$ cat src/hdl/ofap_pkg.sv
`timescale 1ns / 1ps
// Shared types and constants for the OTP fuse array program unit.
// Used by ofap_bank_ram, ofap_rmw_ctrl and otp_fuse_array_program_unit.
package ofap_pkg;

  // Field widths of one command and one response
  localparam int CMD_W    = 2;
  localparam int OFF_W    = 10;
  localparam int CNT_W    = 4;
  localparam int DATA_W   = 64;
  localparam int STATUS_W = 3;
  localparam int FLAG_W   = 32;

  // Byte lanes: one memory bank per byte address modulo LANES
  localparam int BYTE_W = 8;
  localparam int LANES  = 8;
  localparam int LANE_W = 3;

  localparam logic [BYTE_W-1:0] ERASED_BYTE = 8'hFF;
  localparam int FINAL_LOCK_BIT = 0;

  // Defaults for the top-level parameters
  localparam int DEFAULT_ARRAY_BYTES      = 1024;
  localparam int DEFAULT_MAX_ACCESS_BYTES = 8;

  // Command codes
  localparam logic [CMD_W-1:0] CMD_READ      = 2'd0;
  localparam logic [CMD_W-1:0] CMD_PROGRAM   = 2'd1;
  localparam logic [CMD_W-1:0] CMD_SET_FLAGS = 2'd2;

  // Status codes
  localparam logic [STATUS_W-1:0] ST_OK       = 3'd0;
  localparam logic [STATUS_W-1:0] ST_RANGE    = 3'd1;
  localparam logic [STATUS_W-1:0] ST_DISABLED = 3'd2;
  localparam logic [STATUS_W-1:0] ST_LOCKED   = 3'd3;
  localparam logic [STATUS_W-1:0] ST_SETBIT   = 3'd4;

  // Per-cycle control from the sequencer to the byte banks
  typedef struct packed {
    logic             rd;
    logic [LANES-1:0] wr;
  } ofap_bank_ctl_t;

endpackage

$ cat src/hdl/ofap_bank_ram.sv
`timescale 1ns / 1ps
// One byte-wide bank of the fuse array: single port, registered read data.
// Depends on ofap_pkg for the byte width.
module ofap_bank_ram #(
  parameter int ROWS  = 128,
  parameter int ROW_W = 7
) (
  input  logic                      clk,
  input  logic [ROW_W-1:0]          addr,
  input  logic                      rd,
  input  logic                      wr,
  input  logic [ofap_pkg::BYTE_W-1:0] wdata,
  output logic [ofap_pkg::BYTE_W-1:0] rdata
);
  import ofap_pkg::*;

  logic [BYTE_W-1:0] mem [ROWS];

  // Write and read the addressed row
  always_ff @(posedge clk) begin
    if (wr) begin
      mem[addr] <= wdata;
    end
    if (rd) begin
      rdata <= mem[addr];
    end
  end

endmodule

$ cat config.mk
export PLATFORM = sky130hd
export DESIGN_NAME = ofap_bank_ram
export DESIGN_NICKNAME = d
export VERILOG_FILES = /design/src/hdl/ofap_pkg.sv /design/src/hdl/ofap_bank_ram.sv
export SDC_FILE = /design/constraint.sdc
export NUM_CORES = 1
export LEC_CHECK = 0
export BUFFER_PORTS_ARGS = -buffer_cell sky130_fd_sc_hd__buf_2
export CORE_MARGIN = 2
export CORE_UTILIZATION = 45
export CTS_CLUSTER_DIAMETER = 60
export DETAILED_ROUTE_END_ITERATION = 12
export HOLD_SLACK_MARGIN = 0.03
export PLACE_DENSITY = 0.58
export SETUP_SLACK_MARGIN = 0.05
export SLEW_MARGIN = 20
export SYNTH_ARGS = -nofsm -noshare
export SYNTH_HDL_FRONTEND = slang
export SYNTH_SLANG_ARGS = --single-unit
$ cat constraint.sdc
create_clock -name clk -period 7.2 [get_ports clk]
set_clock_uncertainty 0.2 [all_clocks]
set_input_delay 0 -clock clk [delete_from_list [all_inputs] [get_ports clk]]
set_output_delay 0 -clock clk [all_outputs]
set_load 0.01 [all_outputs]
==> results.md <==
* Die Y-Extent at 304 um
* Part of the Yosys area used for sequential elements at 76.5%
* Hold Fails Final Rpt at 0
* First-pass iteration count of the detailed router at 6
* Number of standard cells after synthesis at 2475
* Hold Path Depth at 3
* Start point of the worst min-delay path: addr[0]
* Minimum setup slack in the final design at 2550 ps
* Nets at 2498
* Worst reg2reg path startpoint: mem[85][2]
* Global-route wire length before repair at 179000 um
* Cell types occupying the most area after synthesis: edfxtp_1 (76%), a221oi_1 (4.8%), nor2_1 (2.2%)
* Power density over cell area at 282 nW/um2
* Minimum clock period at 4650 ps
* Final Setup Violations at 0
* Maximum resistive drop on vdd at 233 uV
* Kind of cell with the highest combined delay on the critical path: buffers and inverters
* Number of DRC violations after detailed-routing iteration 0 at 3411
* Number of flops mapped to enable cells by yosys at 1032
* Worst path bufs/invs at 8
* Cell-internal power at 0.00984 W
* # hold bufs at CTS at 17
* Switching power total at 0.00285 W
* Standard cell with the maximum stage delay on the critical path: buf_4
* Count of port buffers added during placement at 25
* Layout-stage area growth over the synthesis result at 11.2%
* Capturing element of the worst setup path: rdata[2]
* H-tree level count at 3
* Clock tree from TritonCTS: yes
* Fraction of final layout cells with drive strength greater than 1 at 12.6%
* Clock buffer count from CTS at 103
* Die width at 304 um
* Class of the tightest hold or removal check: in2reg
* Total DRC errors in the routed layout at 0
* Slew Limit Fails at 0
* Vias in the first global route at 23800
* Total half-perimeter wirelength after legalization and detailed placement at 73400 um
* Most frequently used flop master after synthesis: edfxtp_1
* Setup TNS after final layout at 0 ps
* Share of flip-flops with an asynchronous set or reset after synthesis at 0%
* Clock latency at the later pin of the worst-skew pair at 680 ps
* Status: complete, no violations
* Antenna violations before repair at 6
* Cell with the most instances after synthesis: edfxtp_1
* Pin count of the biggest net entering global routing at 98
* Element type at the critical path end: flip-flop
* Final Core Density at 50.3%
* Setup Crit Path Kind: in2reg
* DP Worst Slack at 3290 ps
* Relative contribution of the clock network to total power at 41.4%
* CTS resizes at 0
* Endpoint of the worst-slack reg-to-reg timing path: rdata[2]
* WL final at 126000 um
* Synthesized Nets at 2493
* Count of buffers added by post-CTS timing repair for setup at 0
* Overflow after GRT at 0
* Slew of the pin with the lowest slew margin at 1170 ps
* Number of cells on the critical path at 13
* Largest area contributor in the synthesized netlist: edfxtp_1
* Count of clock tree sinks at 1032
* Final worst-path cycle share at 64.6%
* Combinational share of power at 6.1%
* Max transition margin at 21.4%
* Number of distinct standard cells referenced by the synthesized netlist at 65
* Count of cells along the worst register-to-register path at 9
* Detailed-route via count at 24600
* Largest driver fanout on the critical path at 41
* Mean routed wirelength per cell at 33.6 um
* FMAX at 0.215 GHz
* Total routing resource utilization after global routing at 26.9%
* Buffers from clock root to sink, at most at 3
* Worst slack on hold paths at 115 ps
* Leading post-synthesis cells by instance count: edfxtp_1 (1032), nor2_1 (240), a221oi_1 (220)
* Total Die Area at 92400 um2
* Top Ports at 26
* Clock slew seen by the registers of the worst setup and hold paths at 60 ps
* Starting utilization of the core area at 45.2%
* Setup repair after global routing missed its margin: no
* Post-synthesis average cell area at 16.4 um2
* Total leakage power at 14.0 nW
* Required time worst endpoint at 7420 ps
* Number of nets still failing antenna checks after routing at 0
* Number of synthesized register bits at 1032
* Cell area after synthesis at 40500 um2
* Root Driver: clkbuf_16
* Cell breakdown of the critical path: dlygate4sd3_1, clkbuf_8, buf_4, inv_4, buf_4, nand2_1, buf_4, a211oi_1, o21ai_0, a2111oi_2, dlygate4sd3_1, nand4_1, dlygate4sd3_1
* Proportion of total power due to net switching at 22.5%
* Max-cap violation count at 0
* Launching instance or port of the critical path: addr[1]
* Kind of launch point of the worst setup path: input pin
* Number of warning messages in the yosys log at 0
* Data arrival time at the worst-slack endpoint at 4870 ps
* Flop2flop setup slack at 3680 ps
* Area of the core at 89600 um2
* Drt via density at 6.59
* Delay contributed by the slowest stage of the critical path at 610 ps
* Synth top area share at 76.5%
* RePlAce Congestion at 0.916
* Sequential share of power at 52.5%
* Standard-cell row count at 110
[sequential cells by signal (all words and copies together), names as in the netlist]
name,cells
rdata,8
mem,1024
[power by group through the flow]
stage	sequential, W	combinational [W]	clock (W)
after floorplan	0.00678	0.000383	0
after global placement	0.00678	0.000745	0
after detailed placement	0.00678	0.000747	0
after CTS	0.00666	0.000759	0.00528
after global routing	0.00666	0.000805	0.00551
final	0.00666	0.000772	0.00525
[routing by layer]
layer / part of all wire, % / vias to the layer above / global-route usage (%)
met5: 0.045 / - / 0
met4: 3.3 / 8 / 8.89
met3: 12 / 262 / 6.59
met2: 46 / 1601 / 41.2
met1: 39 / 12700 / 37.8
li1: - / 10100 / -
[cell usage in the layout (no fill, tap or decap), types with 11 or more instances in the layout]
master / instances
o221ai_1: 17
mux4_2: 11
buf_4: 58
clkinv_1: 29
o21ai_0: 80
clkinv_2: 19
a221oi_1: 220
buf_2: 14
nor2_1: 239
mux2_2: 60
clkbuf_16: 106
a21oi_1: 125
a22oi_1: 73
edfxtp_1: 1032
a22o_1: 41
clkbuf_1: 16
o22ai_1: 24
nand3_1: 15
o22a_1: 11
nand2_1: 101
o211ai_1: 11
nor3_1: 12
a221o_1: 20
dlygate4sd3_1: 17
mux2i_1: 61
[logic make-up (layout without fill, tap and decap cells)]
kind of cell	count (synthesis)	in the layout	share of synthesized area, %
buf+inv	199	286	2.60
simple gates	427	427	4.47
compound gates	680	680	12.5
other cells	0	1	0
mux	137	137	3.93
flops	1032	1032	76.5
[metrics by stage]
stage	area (um2)	instances	power, W
6_report	45100	3739	0.0127
5_1_grt	45100	3738	0.0130
4_1_cts	45100	3738	0.0127
3_5_place_dp	41600	3534	0.00753
3_3_place_gp	41600	3534	0.00753
2_1_floorplan	40500	2475	0.00716
[worst min-delay path, stage by stage]
cell,delay (ps)
buf_6,430
nor4_1,120
buf_4,190
[layout make-up]
class / instances / area, um2
clock inverters: 65 / 552
multi-input cells: 1244 / 8530
inverters: 4 / 17.5
flip-flops and latches: 1032 / 31000
fillers: 7251 / 44500
diodes: 1 / 2.50
well taps: 1176 / 1470
repair buffers: 95 / 776
clock buffers: 122 / 2710
[how the worst min path moves through the flow]
stage / end / slack (ps)
6_report: mem[80][4] / 110
5_1_grt: mem[80][7] / 130
2_1_floorplan: mem[0][0] / -100
3_5_place_dp: rdata[1] / 200
3_3_place_gp: rdata[1] / 200
4_1_cts: mem[87][4] / 70
No activity file was read; power rests on OpenSTA's default activity.
